[config.mk]
export PLATFORM = sky130hd
export DESIGN_NAME = metm_hash
export DESIGN_NICKNAME = d
export VERILOG_FILES = /design/src/rtl/metm_pkg.sv /design/src/rtl/metm_hash.sv
export SDC_FILE = /design/constraint.sdc
export NUM_CORES = 2
export LEC_CHECK = 0
export ABC_AREA = 1
export ABC_CLOCK_PERIOD_IN_PS = 20300
export BUFFER_PORTS_ARGS = -buffer_cell sky130_fd_sc_hd__buf_2
export CAP_MARGIN = 20
export CORE_MARGIN = 3
export CORE_UTILIZATION = 50
export CTS_BUF_LIST = sky130_fd_sc_hd__clkbuf_8
export DETAILED_ROUTE_END_ITERATION = 8
export PLACE_DENSITY = 0.67
export SLEW_MARGIN = 10
export SYNTH_ARGS = -nofsm -noshare
export SYNTH_HDL_FRONTEND = slang
export SYNTH_SLANG_ARGS = --single-unit
[constraint.sdc]
create_clock -name i_clk -period 20.3 [get_ports i_clk]
set_input_delay 2.03 -clock i_clk [delete_from_list [all_inputs] [get_ports i_clk]]
set_output_delay 2.03 -clock i_clk [all_outputs]
set_load 0.05 [all_outputs]
[src/rtl/metm_pkg.sv]
`default_nettype none
// ----------------------------------------------------------------------------
// metm_pkg: shared types and constants of the mesh edge twin matcher
// Field widths, status codes, state encodings and the table entry layout.
// ----------------------------------------------------------------------------
package metm_pkg;

    localparam int unsigned VERTEX_W      = 32;
    localparam int unsigned KEY_W         = 2 * VERTEX_W;
    localparam int unsigned TRI_W         = 30;
    localparam int unsigned EDGE_W        = 2;
    localparam int unsigned EDGES_PER_TRI = 3;

    localparam logic [EDGE_W-1:0] EDGE_LAST = EDGE_W'(EDGES_PER_TRI - 1);

    localparam int unsigned TABLE_ENTRIES_DEF = 1024;
    localparam int unsigned PROBE_LIMIT_DEF   = 8;

    // Golden-ratio multiplier of the key hash, split into 32-bit halves.
    localparam logic [31:0] HASH_MUL_LO = 32'h7F4A7C15;
    localparam logic [31:0] HASH_MUL_HI = 32'h9E3779B9;

    typedef enum logic [1:0] {
        ST_OK       = 2'd0,
        ST_FULL     = 2'd1,
        ST_OVERFLOW = 2'd2
    } t_status;

    typedef enum logic [3:0] {
        S_CLEAR,
        S_IDLE,
        S_LK_HASH,
        S_LK_READ,
        S_LK_CHECK,
        S_IN_HASH,
        S_IN_READ,
        S_IN_CHECK,
        S_WRITE,
        S_EMIT
    } t_state;

    typedef enum logic [2:0] {
        HS_IDLE,
        HS_P0,
        HS_P1,
        HS_P2,
        HS_QUO,
        HS_REM,
        HS_FIX
    } t_hash_step;

    typedef struct packed {
        logic              valid;
        logic [KEY_W-1:0]  key;
        logic [TRI_W-1:0]  tri_id;
        logic [EDGE_W-1:0] edge_idx;
    } t_entry;

endpackage
`default_nettype wire

[src/rtl/metm_hash.sv]
`default_nettype none
// ----------------------------------------------------------------------------
// metm_hash: multi-cycle edge key hash
// Multiplicative hash of a 64-bit key reduced to a table slot, using one
// shared 32x32 multiplier over six steps.
// ----------------------------------------------------------------------------
module metm_hash #(
    parameter  int unsigned TABLE_ENTRIES = metm_pkg::TABLE_ENTRIES_DEF,
    localparam int unsigned SLOT_W        = $clog2(TABLE_ENTRIES)
) (
    input  wire logic                       i_clk,
    input  wire logic                       i_rst_n,
    input  wire logic                       i_start,
    input  wire logic [metm_pkg::KEY_W-1:0] i_key,
    output logic                            o_done,
    output logic [SLOT_W-1:0]               o_slot
);

    localparam logic [31:0] N_CONST = 32'(TABLE_ENTRIES);
    // Reciprocal rounded down; the quotient estimate is then short by at most one.
    localparam logic [31:0] RECIP   = 32'((64'd1 << 32) / TABLE_ENTRIES);

    metm_pkg::t_hash_step r_step;
    metm_pkg::t_hash_step n_step;

    logic [metm_pkg::KEY_W-1:0] r_key;
    logic [31:0]                r_acc;
    logic [31:0]                r_q;
    logic [SLOT_W-1:0]          r_slot;
    logic                       r_done;
    logic [31:0]                mul_a;
    logic [31:0]                mul_b;
    logic [63:0]                mul_p;
    logic [31:0]                rem_fix;

    always_comb begin
        n_step = r_step;
        unique case (r_step)
            metm_pkg::HS_IDLE: if (i_start) n_step = metm_pkg::HS_P0;
            metm_pkg::HS_P0:   n_step = metm_pkg::HS_P1;
            metm_pkg::HS_P1:   n_step = metm_pkg::HS_P2;
            metm_pkg::HS_P2:   n_step = metm_pkg::HS_QUO;
            metm_pkg::HS_QUO:  n_step = metm_pkg::HS_REM;
            metm_pkg::HS_REM:  n_step = metm_pkg::HS_FIX;
            metm_pkg::HS_FIX:  n_step = metm_pkg::HS_IDLE;
            default:           n_step = metm_pkg::HS_IDLE;
        endcase
    end

    // Only the upper product word of the 64-bit hash is needed:
    // hi(v*Ml) + lo(u*Ml) + lo(v*Mh), all modulo 2^32.
    always_comb begin
        mul_a = '0;
        mul_b = '0;
        unique case (r_step)
            metm_pkg::HS_P0: begin
                mul_a = r_key[31:0];
                mul_b = metm_pkg::HASH_MUL_LO;
            end
            metm_pkg::HS_P1: begin
                mul_a = r_key[63:32];
                mul_b = metm_pkg::HASH_MUL_LO;
            end
            metm_pkg::HS_P2: begin
                mul_a = r_key[31:0];
                mul_b = metm_pkg::HASH_MUL_HI;
            end
            metm_pkg::HS_QUO: begin
                mul_a = r_acc;
                mul_b = RECIP;
            end
            metm_pkg::HS_REM: begin
                mul_a = r_q;
                mul_b = N_CONST;
            end
            default: begin
                mul_a = '0;
                mul_b = '0;
            end
        endcase
    end

    assign mul_p   = 64'(mul_a) * 64'(mul_b);
    assign rem_fix = (r_acc >= N_CONST) ? (r_acc - N_CONST) : r_acc;

    always_ff @(posedge i_clk) begin
        if (!i_rst_n) begin
            r_step <= metm_pkg::HS_IDLE;
            r_done <= 1'b0;
        end else begin
            r_step <= n_step;
            r_done <= (r_step == metm_pkg::HS_FIX);
        end
    end

    always_ff @(posedge i_clk) begin
        case (r_step)
            metm_pkg::HS_IDLE: if (i_start) r_key <= i_key;
            metm_pkg::HS_P0:   r_acc  <= mul_p[63:32];
            metm_pkg::HS_P1:   r_acc  <= r_acc + mul_p[31:0];
            metm_pkg::HS_P2:   r_acc  <= r_acc + mul_p[31:0];
            metm_pkg::HS_QUO:  r_q    <= mul_p[63:32];
            metm_pkg::HS_REM:  r_acc  <= r_acc - mul_p[31:0];
            metm_pkg::HS_FIX:  r_slot <= rem_fix[SLOT_W-1:0];
            default: ;
        endcase
    end

    assign o_done = r_done;
    assign o_slot = r_slot;

endmodule
`default_nettype wire

==> impl_results.md <==
* Final setup skew at 0.02919 ns
* Most frequent cells in the layout: inv_1, fa_1, nand2_1, ha_1, nor2_1
* Final Cell Area at 36,890 µm²
* Min Hold Slack at 0.5011 ns
* Via Count at around 26k
* Cts bufs inserted at 17
* Post-Syn Area at 34,660 µm²
* Drc violations at 0
* Part of the cycle the worst path needs at 0.6075
* Total track usage at 0.3211
* Grt peak-use layer: met2
* CP endpoint kind: register
* GRT met3 Usage at 0.06632
* Status: complete, no violations
* Most frequent CP cell: nand2_1
* Critical path class: reg -> reg
* Hpwl dp at a little over 100,000 µm
* Most common cell after layout, fill and taps aside: inv_1
* Grt total ovfl at 0
* I/O Buffers at between 70 and 80
* First-pass GRT wire length at roughly 170,000 µm
* Post-CTS Setup Inserts at 0
* YS warnings at 0
* Max Freq at between 80 and 90 MHz
* DR pass1 iterations at 6
* Wire per inst at 23.90 µm
* Clock sink count at approximately 140
* Die Wd at 269.3 µm
* Post-CTS Resized at 0
* Fill count at 6,299
* Crit path max fanout at 26
* Setup TNS at 0 ns
* Gpl congestion at slightly above 1
* Max Cap Violations at 0
* Root buffer cell: clkbuf_8
* Worst skew pair latency at slightly above 0.5 ns
* Layout area overhead at 6.440%
* Multi-input logic area at ~26,000 µm²
* Pin count of the biggest net entering global routing at 44
* IO Pins at 78
* Slew @ Worst Pin at about 1.2 ns
* CP max stage delay at ~0.85 ns
* Number of global-route vias before repair at between 20k and 30k
* Hold buffers post-CTS at 0
* CP required at slightly above 20 ns
* CTS tree: done
* Sequential share of the synthesized area at 0.1219
* Initial antenna violation count at 2
* Core area at 67,870 µm²
* Htree depth at 4
* Startpoint types: register
* Unique masters post-synth at 57
* Data arrival time of the worst path at roughly 13 ns
* Min-delay worst type: reg -> reg
* Met1 Use GR at 0.4476
* CP max stage cell: a221oi_1
* Relative slew slack at 0.1824
* Placed Area at about 36,000 µm²
* Post-route ant nets at 0
* DIE HEIGHT at about 270 µm
* Setup Viol. Count Final at 0
* Met2 Usage GRT at 0.4915
* Register area at roughly 4200 µm²
* Rows at between 90 and 100
* WL final at 114,200 µm
* CTS Buffer Depth at 2
* Final min period at about 12 ns
* Hold Fails Final Rpt at 0
* Vias per cell at 5.457
* Initial Util at 0.5107
* RSZ-0062 raised after global routing: false
* Avg Cell Area, Syn at ~9.3 µm²
* Die footprint at approximately 73,000 µm²
* N_diodes at 0
* DRT iter0 DRCs at 2,709
* Pre-CTS WS at 8.276 ns
* Number of synthesized register bits at between 100 and 150
* Fin worst setup slack at 7.967 ns
* # nets final at between 5k and 6k
* Fin. max-slew vios at 0
* Worst-path clk slew at 0.12 ns
* Share of cells above drive strength 1 at 0.06197
* Syn Inst Count at approximately 3.7k
* Post-Syn Nets at ~4.9k
cell families (layout without fill, tap and decap cells):
family                   after synthesis  after routing  synth area share
adder cells (fa/ha/maj)             1139           1139            0.5626
buffers and inverters               1130           1260            0.1229
AND/OR/NAND/NOR                      897            897            0.1089
AO/OA/AOI/OAI                        327            327           0.05992
flip-flops                           142            142            0.1219
XOR/XNOR                              92             92           0.02379
synthesized netlist by cell type, drive strengths merged:
cell type	instances	area, µm²
inv	1094	4109
fa	699	13990
nand2	455	1755
ha	440	5505
nor2	293	1140
edfxtp	138	4144
a21oi	123	615.6
o21ai	85	432.9
nand3	74	410.4
xor2	56	509.2
xnor2	36	315.3
nor3	26	146.4
a221oi	24	241.5
a22o	24	210.2
clkbuf	18	67.56
a22oi	16	168.9
nand4	16	106.4
buf	15	72.57
a31oi	12	75.07
o21bai	11	82.58
and2	9	56.30
nand3b	9	67.56
or2	9	56.31
o21a	8	60.06
a21boi	7	52.55
a21o	7	52.55
nor4	5	31.28
dfxtp	4	80.08
clkinv	3	11.26
o221ai	3	26.28
o211ai	2	15.01
o31ai	2	20.02
a311oi	1	8.760
nand2b	1	6.260
o2111ai	1	8.760
o22ai	1	6.260
worst max-delay path: cells and delay by family (launching register included):
family,cells,cell delay [ns]
flip-flops,1,0.48
adder cells (fa/ha/maj),10,4.43
AND/OR/NAND/NOR,21,2.73
buffers and inverters,12,2.00
AO/OA/AOI/OAI,6,2.39
through the flow:
stage               instances    util
floorplan                3727       -
finish                   4778  0.5436
CTS                      4778  0.5436
global route             4778  0.5436
global placement         4746  0.5377
detailed placement       4746  0.5377
path summary, 6_finish.rpt:
path / start / to / slack [ns] / cells past startpoint
worst max-delay path: r_step[2] / r_acc[31] / 7.97 / 49
worst min-delay path: r_acc[0] / o_slot[0] / 0.50 / 0
worst max register to register: r_step[2] / r_acc[31] / 7.97 / 49
worst min register to register: r_acc[0] / o_slot[0] / 0.50 / 0
metal layers:
metal | vias up | wire, µm
met3 | 267 | 10730
met4 | 4 | 5870
met5 | - | 26
met1 | 12910 | 47200
met2 | 1362 | 50350
li1 | 11530 | -
registers in the layout, indices dropped and copies added (netlist names):
signal and cells:
r_q 32, r_key 64, r_acc 32, o_slot 10
r_step 3, o_done 1
cell type report:
cell class / count / area share
clock inverter: 15 / 0.004477
inverter: 1097 / 0.1117
multi-input combinational: 2455 / 0.7103
tap: 921 / 0.03124
sequential: 142 / 0.1145
clock buffer: 17 / 0.006342
timing repair buffer: 131 / 0.02143
Power is left out: the tool's default activity adds up to more than one toggle a clock period on the data nets, which glitch-free logic cannot reach.
